[src/hw/rtl/assert_macros.svh]
// Assertion macros shared by the pump supervisor RTL.
// Included by files that carry concurrent checks; bodies vanish under SYNTH.
`ifndef ASSERT_MACROS_SVH
`define ASSERT_MACROS_SVH

`ifndef SYNTH

// prop must hold at every clock edge outside reset
`define PPSS_ASSERT(label, clk, rst, prop, msg) \
   label: assert property (@(posedge clk) disable iff (rst) (prop)) else $error(msg);

// ante at one edge requires cons at the same edge
`define PPSS_IMPLY(label, clk, rst, ante, cons, msg) \
   label: assert property (@(posedge clk) disable iff (rst) (ante) |-> (cons)) else $error(msg);

`else

`define PPSS_ASSERT(label, clk, rst, prop, msg)
`define PPSS_IMPLY(label, clk, rst, ante, cons, msg)

`endif

`endif

[src/hw/rtl/ppss_pkg.sv]
// Package for the pump supervisor: register codes, reset defaults, shared types.
// No dependencies; used by ppss_core and the top level.
`timescale 1ns / 1ps
`default_nettype none

package ppss_pkg;

   localparam int BEEP_STEPS_DEF = 6;
   localparam int TIME_BITS_DEF  = 32;

   localparam int CSR_INDEX_BITS = 3;
   localparam int CSR_DATA_BITS  = 32;

   typedef enum logic [CSR_INDEX_BITS-1:0] {
      CSR_DEBOUNCE     = 3'd0,
      CSR_BLINK_HALF   = 3'd1,
      CSR_MAX_ON       = 3'd2,
      CSR_ALARM_IVL    = 3'd3,
      CSR_FIRST_BEEP   = 3'd4,
      CSR_BEEP_STEP    = 3'd5
   } csr_index_type;

   localparam logic [15:0] DEBOUNCE_RST    = 16'd50;
   localparam logic [15:0] BLINK_HALF_RST  = 16'd1000;
   localparam logic [31:0] MAX_ON_RST      = 32'd1800000;
   localparam logic [15:0] ALARM_IVL_RST   = 16'd5000;
   localparam logic [31:0] FIRST_BEEP_RST  = 32'd60000;
   localparam logic [15:0] BEEP_STEP_RST   = 16'd5000;

   typedef struct packed {
      logic [15:0] debounce_ms;
      logic [15:0] blink_half_period_ms;
      logic [31:0] max_on_ms;
      logic [15:0] alarm_interval_ms;
      logic [31:0] first_beep_ms;
      logic [15:0] beep_step_ms;
   } cfg_type;

   typedef struct packed {
      logic button_pressed;
      logic switch_active;
      logic pump_running;
   } req_type;

   typedef struct packed {
      logic       relay_on;
      logic       switch_led;
      logic       pump_led;
      logic       rising_tone;
      logic       falling_tone;
      logic       warning_beep;
      logic       alarm_beep;
      logic       alarm_active;
      logic [2:0] beep_count;
   } rsp_type;

endpackage

`default_nettype wire

[src/hw/rtl/ppss_core.sv]
// Per-tick supervisor logic: time count, relay toggle, LED blink, tones,
// warning beeps and alarm. Holds all supervisor state. Depends on ppss_pkg.
`timescale 1ns / 1ps
`default_nettype none

module ppss_core #(
   parameter int BEEP_STEPS = ppss_pkg::BEEP_STEPS_DEF,
   parameter int TIME_BITS  = ppss_pkg::TIME_BITS_DEF
) (
   input  wire logic              clock,
   input  wire logic              reset,
   input  wire logic              step,
   input  wire ppss_pkg::req_type req,
   input  wire ppss_pkg::cfg_type cfg,
   output ppss_pkg::rsp_type      rsp
);
   import ppss_pkg::*;

   localparam int CMP_BITS = (TIME_BITS > 32) ? TIME_BITS : 32;
   localparam logic [2:0] STEPS = 3'(BEEP_STEPS);

   logic [TIME_BITS-1:0] now_ff, now_in;
   logic [TIME_BITS-1:0] toggle_time_ff, toggle_time_in;
   logic [TIME_BITS-1:0] en_start_ff, en_start_in;
   logic [TIME_BITS-1:0] sw_blink_ff, sw_blink_in;
   logic [TIME_BITS-1:0] pump_blink_ff, pump_blink_in;
   logic [TIME_BITS-1:0] pump_start_ff, pump_start_in;
   logic [TIME_BITS-1:0] alarm_time_ff, alarm_time_in;
   logic                 enable_ff, enable_in;
   logic                 sw_led_ff, sw_led_in;
   logic                 pump_led_ff, pump_led_in;
   logic                 seen_ff, seen_in;
   logic                 alarm_ff, alarm_in;
   logic [2:0]           bidx_ff, bidx_in;

   logic                 toggle;
   logic [18:0]          beep_dec;
   logic [CMP_BITS-1:0]  beep_thr;
   logic                 rising, falling, warn, abeep;
   logic                 level_any;

   always_comb begin
      logic [2:0] bidx_mid;
      now_in         = TIME_BITS'(now_ff + 1'b1);
      toggle_time_in = toggle_time_ff;
      en_start_in    = en_start_ff;
      sw_blink_in    = sw_blink_ff;
      pump_blink_in  = pump_blink_ff;
      pump_start_in  = pump_start_ff;
      alarm_time_in  = alarm_time_ff;
      enable_in      = enable_ff;
      sw_led_in      = sw_led_ff;
      pump_led_in    = pump_led_ff;
      seen_in        = seen_ff;
      alarm_in       = alarm_ff;
      bidx_mid       = bidx_ff;
      rising         = 1'b0;
      falling        = 1'b0;
      warn           = 1'b0;
      abeep          = 1'b0;
      level_any      = req.switch_active | req.pump_running;

      // button toggle
      toggle = req.button_pressed &&
               (CMP_BITS'(TIME_BITS'(now_in - toggle_time_ff)) > CMP_BITS'(cfg.debounce_ms));
      if (toggle) begin
         toggle_time_in = now_in;
         enable_in      = !enable_ff;
         if (!enable_ff) begin
            en_start_in = now_in;
         end else begin
            seen_in = 1'b0;
         end
         bidx_mid = 3'd0;
         alarm_in = 1'b0;
      end

      // switch LED: steady when active, blinking otherwise
      if (req.switch_active) begin
         sw_led_in = 1'b1;
      end else if (CMP_BITS'(TIME_BITS'(now_in - sw_blink_ff)) >=
                   CMP_BITS'(cfg.blink_half_period_ms)) begin
         sw_blink_in = now_in;
         sw_led_in   = !sw_led_ff;
      end

      // pump edges and LED
      if (req.pump_running) begin
         if (!seen_in) begin
            seen_in       = 1'b1;
            pump_start_in = now_in;
            rising        = 1'b1;
         end
         pump_led_in = 1'b1;
      end else begin
         if (seen_in) begin
            seen_in = 1'b0;
            falling = 1'b1;
         end
         if (CMP_BITS'(TIME_BITS'(now_in - pump_blink_ff)) >=
             CMP_BITS'(cfg.blink_half_period_ms)) begin
            pump_blink_in = now_in;
            pump_led_in   = !pump_led_ff;
         end
         bidx_mid = 3'd0;
         alarm_in = 1'b0;
      end

      // warning beep threshold, saturating at zero
      beep_dec = 19'(bidx_mid) * 19'(cfg.beep_step_ms);
      beep_thr = (32'(beep_dec) >= cfg.first_beep_ms) ? '0 :
                 CMP_BITS'(cfg.first_beep_ms - 32'(beep_dec));

      bidx_in = bidx_mid;
      if (seen_in && (bidx_mid < STEPS) &&
          (CMP_BITS'(TIME_BITS'(now_in - pump_start_in)) >= beep_thr)) begin
         warn    = 1'b1;
         bidx_in = 3'(bidx_mid + 3'd1);
         if (bidx_in == STEPS) begin
            enable_in = 1'b0;
            if (level_any) alarm_in = 1'b1;
         end
      end

      // maximum on time
      if (enable_in && (CMP_BITS'(TIME_BITS'(now_in - en_start_in)) >=
                        CMP_BITS'(cfg.max_on_ms))) begin
         enable_in = 1'b0;
         if (level_any) alarm_in = 1'b1;
      end

      if (alarm_in && (CMP_BITS'(TIME_BITS'(now_in - alarm_time_ff)) >=
                       CMP_BITS'(cfg.alarm_interval_ms))) begin
         abeep         = 1'b1;
         alarm_time_in = now_in;
      end
   end

   always_comb begin
      rsp.relay_on     = enable_in;
      rsp.switch_led   = sw_led_in;
      rsp.pump_led     = pump_led_in;
      rsp.rising_tone  = rising;
      rsp.falling_tone = falling;
      rsp.warning_beep = warn;
      rsp.alarm_beep   = abeep;
      rsp.alarm_active = alarm_in;
      rsp.beep_count   = bidx_in;
   end

   always_ff @(posedge clock) begin
      if (reset) begin
         now_ff         <= '0;
         toggle_time_ff <= '0;
         en_start_ff    <= '0;
         sw_blink_ff    <= '0;
         pump_blink_ff  <= '0;
         pump_start_ff  <= '0;
         alarm_time_ff  <= '0;
         enable_ff      <= 1'b0;
         sw_led_ff      <= 1'b0;
         pump_led_ff    <= 1'b0;
         seen_ff        <= 1'b0;
         alarm_ff       <= 1'b0;
         bidx_ff        <= 3'd0;
      end else if (step) begin
         now_ff         <= now_in;
         toggle_time_ff <= toggle_time_in;
         en_start_ff    <= en_start_in;
         sw_blink_ff    <= sw_blink_in;
         pump_blink_ff  <= pump_blink_in;
         pump_start_ff  <= pump_start_in;
         alarm_time_ff  <= alarm_time_in;
         enable_ff      <= enable_in;
         sw_led_ff      <= sw_led_in;
         pump_led_ff    <= pump_led_in;
         seen_ff        <= seen_in;
         alarm_ff       <= alarm_in;
         bidx_ff        <= bidx_in;
      end
   end

endmodule

`default_nettype wire

[src/hw/rtl/pump_pressure_switch_supervisor.sv]
// Pump supervisor top: stream ports, register file, input and result registers.
// Depends on ppss_pkg, ppss_core and assert_macros.svh.
// An accepted request waits in the input register until the result register is free or
// being taken, then passes through ppss_core into it; a low rsp_tready holds the result there.
// Throughput: one request per cycle while rsp_tready is high; the state update is a
// single pass of compare logic in ppss_core, so a tick may follow in the next cycle.
// Reset (synchronous, active high) clears the valid flags and core state and restores register defaults.
`timescale 1ns / 1ps
`default_nettype none

`include "assert_macros.svh"

module pump_pressure_switch_supervisor #(
   parameter int BEEP_STEPS = ppss_pkg::BEEP_STEPS_DEF,
   parameter int TIME_BITS  = ppss_pkg::TIME_BITS_DEF
) (
   input  wire logic                                 clock,
   input  wire logic                                 reset,
   // req_tdata: [0] button_pressed, [1] switch_active, [2] pump_running, [7:3] zero
   input  wire logic                                 req_tvalid,
   output      logic                                 req_tready,
   input  wire logic [7:0]                           req_tdata,
   // rsp_tdata: [0] relay_on, [1] switch_led, [2] pump_led, [3] rising_tone,
   // [4] falling_tone, [5] warning_beep, [6] alarm_beep, [7] alarm_active,
   // [10:8] beep_count, [15:11] zero
   output      logic                                 rsp_tvalid,
   input  wire logic                                 rsp_tready,
   output      logic [15:0]                          rsp_tdata,
   input  wire logic                                 csr_valid,
   output      logic                                 csr_ready,
   input  wire logic [ppss_pkg::CSR_INDEX_BITS-1:0]  csr_index,
   input  wire logic [ppss_pkg::CSR_DATA_BITS-1:0]   csr_data
);
   import ppss_pkg::*;

   localparam logic [2:0] STEPS = 3'(BEEP_STEPS);

   cfg_type cfg_ff, cfg_in;
   logic    in_valid_ff, in_valid_in;
   req_type in_data_ff;
   logic    out_valid_ff, out_valid_in;
   rsp_type out_data_ff;
   rsp_type core_rsp;
   logic    advance, fire;

   // register writes
   assign csr_ready = 1'b1;

   always_comb begin
      cfg_in = cfg_ff;
      if (csr_valid) begin
         unique case (csr_index)
            CSR_DEBOUNCE:   cfg_in.debounce_ms          = csr_data[15:0];
            CSR_BLINK_HALF: cfg_in.blink_half_period_ms = csr_data[15:0];
            CSR_MAX_ON:     cfg_in.max_on_ms            = csr_data;
            CSR_ALARM_IVL:  cfg_in.alarm_interval_ms    = csr_data[15:0];
            CSR_FIRST_BEEP: cfg_in.first_beep_ms        = csr_data;
            CSR_BEEP_STEP:  cfg_in.beep_step_ms         = csr_data[15:0];
            default:        cfg_in = cfg_ff;
         endcase
      end
   end

   always_ff @(posedge clock) begin
      if (reset) begin
         cfg_ff.debounce_ms          <= DEBOUNCE_RST;
         cfg_ff.blink_half_period_ms <= BLINK_HALF_RST;
         cfg_ff.max_on_ms            <= MAX_ON_RST;
         cfg_ff.alarm_interval_ms    <= ALARM_IVL_RST;
         cfg_ff.first_beep_ms        <= FIRST_BEEP_RST;
         cfg_ff.beep_step_ms         <= BEEP_STEP_RST;
      end else begin
         cfg_ff <= cfg_in;
      end
   end

   // two-stage pipe: input register, then result register
   assign advance      = !out_valid_ff || rsp_tready;
   assign fire         = in_valid_ff && advance;
   assign req_tready   = !in_valid_ff || advance;
   assign in_valid_in  = req_tready ? req_tvalid : in_valid_ff;
   assign out_valid_in = advance ? in_valid_ff : out_valid_ff;

   always_ff @(posedge clock) begin
      if (reset) begin
         in_valid_ff  <= 1'b0;
         out_valid_ff <= 1'b0;
      end else begin
         in_valid_ff  <= in_valid_in;
         out_valid_ff <= out_valid_in;
      end
   end

   always_ff @(posedge clock) begin
      if (req_tvalid && req_tready) begin
         in_data_ff.button_pressed <= req_tdata[0];
         in_data_ff.switch_active  <= req_tdata[1];
         in_data_ff.pump_running   <= req_tdata[2];
      end
      if (fire) begin
         out_data_ff <= core_rsp;
      end
   end

   ppss_core #(
      .BEEP_STEPS (BEEP_STEPS),
      .TIME_BITS  (TIME_BITS)
   ) u_core (
      .clock (clock),
      .reset (reset),
      .step  (fire),
      .req   (in_data_ff),
      .cfg   (cfg_ff),
      .rsp   (core_rsp)
   );

   assign rsp_tvalid = out_valid_ff;
   assign rsp_tdata  = {5'd0,
                        out_data_ff.beep_count,
                        out_data_ff.alarm_active,
                        out_data_ff.alarm_beep,
                        out_data_ff.warning_beep,
                        out_data_ff.falling_tone,
                        out_data_ff.rising_tone,
                        out_data_ff.pump_led,
                        out_data_ff.switch_led,
                        out_data_ff.relay_on};

   `PPSS_IMPLY(a_tones_exclusive, clock, reset, fire, !(core_rsp.rising_tone && core_rsp.falling_tone), "rising and falling tone in one tick")
   `PPSS_IMPLY(a_abeep_latched, clock, reset, fire && core_rsp.alarm_beep, core_rsp.alarm_active, "alarm beep without latched alarm")
   `PPSS_IMPLY(a_warn_counts, clock, reset, fire && core_rsp.warning_beep, core_rsp.beep_count != 3'd0, "warning beep with zero count")
   `PPSS_IMPLY(a_count_bound, clock, reset, fire, core_rsp.beep_count <= STEPS, "beep count past last step")
   `PPSS_IMPLY(a_result_loaded, clock, reset, fire, ##1 out_valid_ff, "fired tick left no result")

endmodule

`default_nettype wire
[config.mk]
export PLATFORM = sky130hd
export DESIGN_NAME = pump_pressure_switch_supervisor
export DESIGN_NICKNAME = d
export VERILOG_FILES = /design/src/hw/rtl/ppss_pkg.sv /design/src/hw/rtl/ppss_core.sv /design/src/hw/rtl/pump_pressure_switch_supervisor.sv
export VERILOG_INCLUDE_DIRS = /design/src /design/src/hw/rtl
export SDC_FILE = /design/constraint.sdc
export NUM_CORES = 2
export LEC_CHECK = 0
export ABC_AREA = 1
export BUFFER_PORTS_ARGS = -buffer_cell sky130_fd_sc_hd__buf_2
export CORE_UTILIZATION = 35
export DETAILED_ROUTE_END_ITERATION = 12
export MAX_ROUTING_LAYER = met4
export PLACE_DENSITY_LB_ADDON = 0.08
export SLEW_MARGIN = 20
export SYNTH_ARGS = -nofsm -noshare
export SYNTH_HDL_FRONTEND = slang
export SYNTH_HIERARCHICAL = 1
export SYNTH_SLANG_ARGS = --single-unit
export TNS_END_PERCENT = 100
[constraint.sdc]
create_clock -name clock -period 13.8 [get_ports clock]
set_input_delay 2.76 -clock clock [delete_from_list [all_inputs] [get_ports clock]]
set_output_delay 2.76 -clock clock [all_outputs]
set_load 0.005 [all_outputs]
After elaboration in Yosys (flattened, before gate mapping) --
Index checks and enable logic that the tools add are counted.
Word-level totals: flip-flop bits (word level) 376, latch bits 0, RAM bits 0, memory bits (read-only) 0, word-level logic and storage cells 115, memories kept 0
Operators by class: add/subtract/negate cells 9, $mul 1, div/mod/pow operators 0, $lt $le $gt $ge 8, equality and inequality tests 6, shifts and indexed selects 0, multiplexer cells 30, bitwise gates (word level) 3, reductions and logical operators 25
Operators by type and width (number):
- subtractor 32 bit | 6
- 2-to-1 mux 32 bit | 5
- greater-or-equal comparator 32 x 16 -> 1 bit | 3
- greater-or-equal comparator 32 bit | 2
- adder 32 x 1 -> 32 bit (second input constant) | 1
- greater-or-equal comparator 19 x 32 -> 1 bit | 1
- greater-than comparator 32 x 16 -> 1 bit | 1
- subtractor 32 x 19 -> 32 bit | 1
- 2-to-1 mux 1 bit | 22
- multiplier 3 x 16 -> 19 bit | 1
- AND reduction 2 bit | 8
- == test 3 bit (second input constant) | 3
- 2-to-1 mux 3 bit | 3
- logical AND 1 bit | 7
- == test 3 x 2 -> 1 bit (second input constant) | 2
- AND reduction 3 bit | 2
- zero test 1 bit | 5
- adder 3 x 1 -> 3 bit (second input constant) | 1
- == test 3 x 1 -> 1 bit (second input constant) | 1
- zero test 3 bit | 1
- < comparator 3 bit (second input constant) | 1
- logical OR 1 bit | 2
- inverter 1 bit | 2
- OR 1 bit | 1

Logic depth before layout (Yosys ltp) --
depth in word-level cells 16, mapped depth 88

Hierarchy --
The synthesis kept the hierarchy.
By module, submodules not included:
- ppss_core | instances 1, cells each 4177, area an instance 26449.1 µm², seq. area each 4644.5 µm²
- pump_pressure_switch_supervisor | instances 1, cells each 737, area an instance 5546.6 µm², seq. area each 3022.9 µm²

Least setup slack after synthesis --
No wires, ideal clock.
path type flip-flop to flip-flop, from register u_core.now_ff[0], to register out_data_ff, in the netlist rsp_tdata[6] (data pin), library setup time 0.251 ns, arrival 10.602 ns, required time 13.549 ns, slack 2.947 ns, stages on the path, launching flop included 80, buffers on the path 5, path through dfxtp_1 ha_1 nand2_1 nor2_2 inv_1 nor2_1 inv_1 nor2_2 inv_1 o21ai_0 inv_1 ha_1 nand2_1 nor2_1 nand2_1 inv_1 nand2_1 nand2_1 [... 44 more ...] a211oi_1 o21a_1 o21ai_0 nand2_1 nand2_1 nand2_1 nand2_1 nand2_1 inv_1 nand2_2 inv_2 nand2_2 o211ai_4 buf_6 buf_6 nand2_1 inv_1 buf_4
Between the ends: word-level cells in the longest chain between the ends 16, elaborated cells between the ends (all ways) 39, those cells by class add/sub (7); mul (1); order compare (6); eq/ne (1); mux (19); reduce/logical (5)
Ends and longest elaborated chain:
- from (decl) | RTL line ppss_core.sv:22 | logic [TIME_BITS-1:0] now_ff, now_in;
- from (signal assigned) | RTL line ppss_core.sv:167 | now_ff <= now_in;
- adder 32 x 1 -> 32 bit (*) | RTL line ppss_core.sv:44 | now_in = TIME_BITS'(now_ff + 1'b1);
- via u_core.now_in[10] | RTL line ppss_core.sv:22
- subtractor 32 bit | RTL line ppss_core.sv:65 | (CMP_BITS'(TIME_BITS'(now_in - toggle_time_ff)) > CMP_BITS'(cfg.debounce_ms));
- greater-than comparator 32 x 16 -> 1 bit | RTL line ppss_core.sv:65
- logical AND 1 bit | RTL line ppss_core.sv:64 | toggle = req.button_pressed &&
- 2-to-1 mux 3 bit | RTL line ppss_core.sv:66 | if (toggle) begin
- 2-to-1 mux 3 bit | RTL line ppss_core.sv:88 | if (req.pump_running) begin
- multiplier 3 x 16 -> 19 bit | RTL line ppss_core.sv:110 | beep_dec = 19'(bidx_mid) * 19'(cfg.beep_step_ms);
- [... 3 more ...]
- logical AND 1 bit | RTL line ppss_core.sv:115 | if (seen_in && (bidx_mid < STEPS) &&
- 2-to-1 mux 1 bit | RTL line ppss_core.sv:115
- 2-to-1 mux 1 bit or logical AND 1 bit (tied branches) | RTL line ppss_core.sv:129, ppss_core.sv:126
- 2-to-1 mux 1 bit (*) | RTL line ppss_core.sv:126 | if (enable_in && (CMP_BITS'(TIME_BITS'(now_in - en_start_in)) >=
- via u_core.alarm_in | RTL line ppss_core.sv:33 | logic alarm_ff, alarm_in;
- logical AND 1 bit (*) | RTL line ppss_core.sv:132 | if (alarm_in && (CMP_BITS'(TIME_BITS'(now_in - alarm_time_ff)) >=
- 2-to-1 mux 1 bit (*) | RTL line ppss_core.sv:132
- via u_core.abeep | RTL line ppss_core.sv:39 | logic rising, falling, warn, abeep;
- to (signal assigned) | RTL line pump_pressure_switch_supervisor.sv:101 | out_data_ff <= core_rsp;
- to (decl) | RTL line pump_pressure_switch_supervisor.sv:42 | rsp_type out_data_ff;
Mark *: on every way through the listed nets, which the timed path passes. The rest lies on a longest branch. A chain may end at the register's enable or synchronous reset.

==> results.md <==
* Avg Inst Size Synth at 6.51 µm²
* First-pass GRT wire length at 175000 µm
* Sw power at 1610 µW
* Switching share of power at 39.1%
* TritonCTS buffer count at 51
* Top cells by area, synth: dfxtp_1 23%, ha_1 14%, nand2_1 13%
* Clock Skews at 23.5 ps
* Skew-Pair Late Insertion Delay at 620 ps
* Dpl cells at 6078
* Commonest non-fill, non-tap cell in the layout: nand2_1
* Final setup viols at 0
* Post-synthesis cell count at 4914
* WP data required at 14300 ps
* Total congestion overflow at 0
* Post-Syn Area at 32000 µm²
* Slew Limit Fails at 0
* Critical path arrival at 13130 ps
* Kind of critical path: flip-flop to flip-flop
* Most common cell on crit path: nand2_1
* Post-DP HPWL at 88800 µm
* Seq cells post-synth at 376
* Total GRT Usage at 25.0%
* Clk slew on worst S/H paths at 60 ps
* Slowest CP cell: fa_1
* HP Class: flip-flop to flip-flop
* Max VDD drop at 79.8 µV
* Placed inst area at 33600 µm²
* Synth area leader: dfxtp_1
* Pwr dens at 116 nW/µm²
* Sequential cell area fraction in the yosys report at 24.0%
* FP Rows at 110
* Layout Nets at 5395
* IO buf count at 55
* Fin crit share at 91.5%
* CP Capture Type: flip-flop
* CTS tree: yes
* Share of the synthesized area in the top cell type at 22.6%
* Fillers at 10000
* Synth async-reset ratio at 0%
* RSZ-0062 raised after global routing: no
* GP Congestion at 0.910
* Die area at 92600 µm²
* CP peak stage delay at 500 ps
* CTS root buf: clkbuf_16
* Max-Cap Viols at 0
* H-tree Lvls at 2
* Layout cell share with drive strength beyond 1 at 7.60%
* Layout area overhead at 11.3%
* Reg power frac at 28.8%
* Pint at 2510 µW
* Max Fclk at 0.0792 GHz
* Detailed Routing Iterations Pass 1 at 5
* Initial antenna violation count at 2
* Cell variety after synth at 62
* Setup tns final at 0 ps
* Ys flop type: dfxtp_1
* Clk buf depth at 3
* CTS sink count at 376
* Initial DRC count at 2040
* Total power at 4120 µW
* Vias at 30900
* DRC errors left at 0
* Largest net degree at the start of global routing at 110
* Drt total wl at 114000 µm
* Core box area at 90300 µm²
* Final Hold Vio Count at 0
* Outcome: finished clean
* Yosys synthesis warning count at 6
* Post-synth EDFFs at 14
* Hold-fix buffer count after cts at 0
* Vias/cell at 4.99
* Worst Tran Pin Value at 1250 ps
* Final non-filler cell total at 6189
* Leak at 0.0177 µW
* Starting Density at 35.4%
* Most frequent cells in the layout: 1118 x nand2_1, 716 x inv_1, 572 x nor2_1
* Final ANT Viol Nets at 0
* Combinational fraction of design power at 37.9%
* Min cycle time layout at 12630 ps
* Post-route cell area at 35600 µm²
* Die W at 304 µm
* Top Ports at 67
* Die height at 304 µm
* Drt wl/cell at 18.5 µm
* Crit-path max FO at 17
* Slew headroom at 16.0%
* Clk network pwr share at 33.3%
* Number of global-route vias before repair at 29500
* Startpoint Class: flip-flop
[final cells by class]
cell class | instances | area, µm² | share of cell area [%]
well taps | 1176 | 1470 | 4.13
diodes | 1 | 2.50 | 0.00703
clock buffers | 69 | 1520 | 4.27
flip-flops and latches | 376 | 7670 | 21.5
multi-input cells | 3661 | 21000 | 58.9
repair buffers | 149 | 1010 | 2.84
clock inverters | 25 | 215 | 0.604
inverters | 732 | 2760 | 7.75
[metal layers]
metal	part of all wire, %	vias up	track usage (%)
li1	-	16000	-
met1	47	14200	33.1
met2	46	552	40.3
met3	3.6	144	1.85
met4	3.4	0	8.19
met5	0	-	-
[critical path, delay by kind of cell (launching register included)]
kind / cells / cell delay, ps
AND/OR/NAND/NOR: 45 / 4960
AO/OA/AOI/OAI: 17 / 2460
adder cells (fa/ha/maj): 7 / 2370
buffers and inverters: 17 / 1940
XOR/XNOR: 2 / 390
flip-flops: 1 / 360
[synth_stat cells (all sizes together) (2+ instances only)]
cell type,instances
a211oi,27
a21boi,14
a21o,32
a21oi,407
a221oi,8
a31o,4
a31oi,18
and2,3
and3,2
buf,80
clkbuf,74
clkinv,2
conb,2
dfxtp,362
edfxtp,14
fa,22
ha,354
inv,730
nand2,1144
nand3,289
nand3b,18
nand4,43
nor2,604
nor2b,2
nor3,47
nor4,8
o211ai,48
o21a,10
o21ai,289
o21bai,21
o221a,2
o221ai,3
o31ai,6
or2,24
or4,2
xnor2,62
xor2,134
[worst paths after layout]
kind / slack, ps / end / cells past startpoint / start
min reg2reg: 460 / u_core/toggle_time_ff[2] / 2 / u_core/toggle_time_ff[2]
max: 1170 / u_core/alarm_time_ff[1] / 88 / u_core/now_ff[1]
min: 460 / u_core/toggle_time_ff[2] / 2 / u_core/toggle_time_ff[2]
max reg2reg: 1170 / u_core/alarm_time_ff[1] / 88 / u_core/now_ff[1]
[per-stage QoR]
stage / setup slack (ps) / utilization (%) / hold WS (ps)
2_1_floorplan: 2950 / - / 429
3_3_place_gp: 303 / 37.3 / 444
3_5_place_dp: 205 / 37.3 / 450
4_1_cts: 177 / 39.2 / 464
5_1_grt: 27.8 / 39.4 / 473
6_report: 1170 / 39.4 / 459
[registers in the layout, indices dropped and copies added (netlist names)]
signal,flops
cfg_ff,128
u_core/alarm_time_ff,32
u_core/en_start_ff,32
u_core/now_ff,32
u_core/pump_blink_ff,32
u_core/pump_start_ff,32
u_core/sw_blink_ff,32
u_core/toggle_time_ff,32
rsp_tdata,11
in_data_ff,3
u_core/bidx_ff,3
in_valid_ff,1
rsp_tvalid,1
u_core/alarm_ff,1
u_core/enable_ff,1
u_core/pump_led_ff,1
u_core/seen_ff,1
u_core/sw_led_ff,1
[logic make-up after synthesis]
kind of cell,synth area share [%]
flip-flops,24.0
AND/OR/NAND/NOR,28.6
XOR/XNOR,5.39
adder cells (fa/ha/maj),15.2
other,0.0235
buffers and inverters,11.1
AO/OA/AOI/OAI,15.8
[power by group through the flow]
stage          clock, µW  sequential (µW)  combinational (µW)
4_1_cts             1410             1190                1540
3_3_place_gp           0             1210                1520
5_1_grt             1450             1190                1780
2_1_floorplan          0             1200                1130
6_report            1370             1190                1560
3_5_place_dp           0             1210                1530
[repair_timing]
action,4_1_cts,5_1_grt
hold endpoints to repair,0,0
setup buffers,0,11
gates resized for setup,0,17
endpoints found under the setup margin,0,38
No activity file was read; power rests on OpenSTA's default activity.
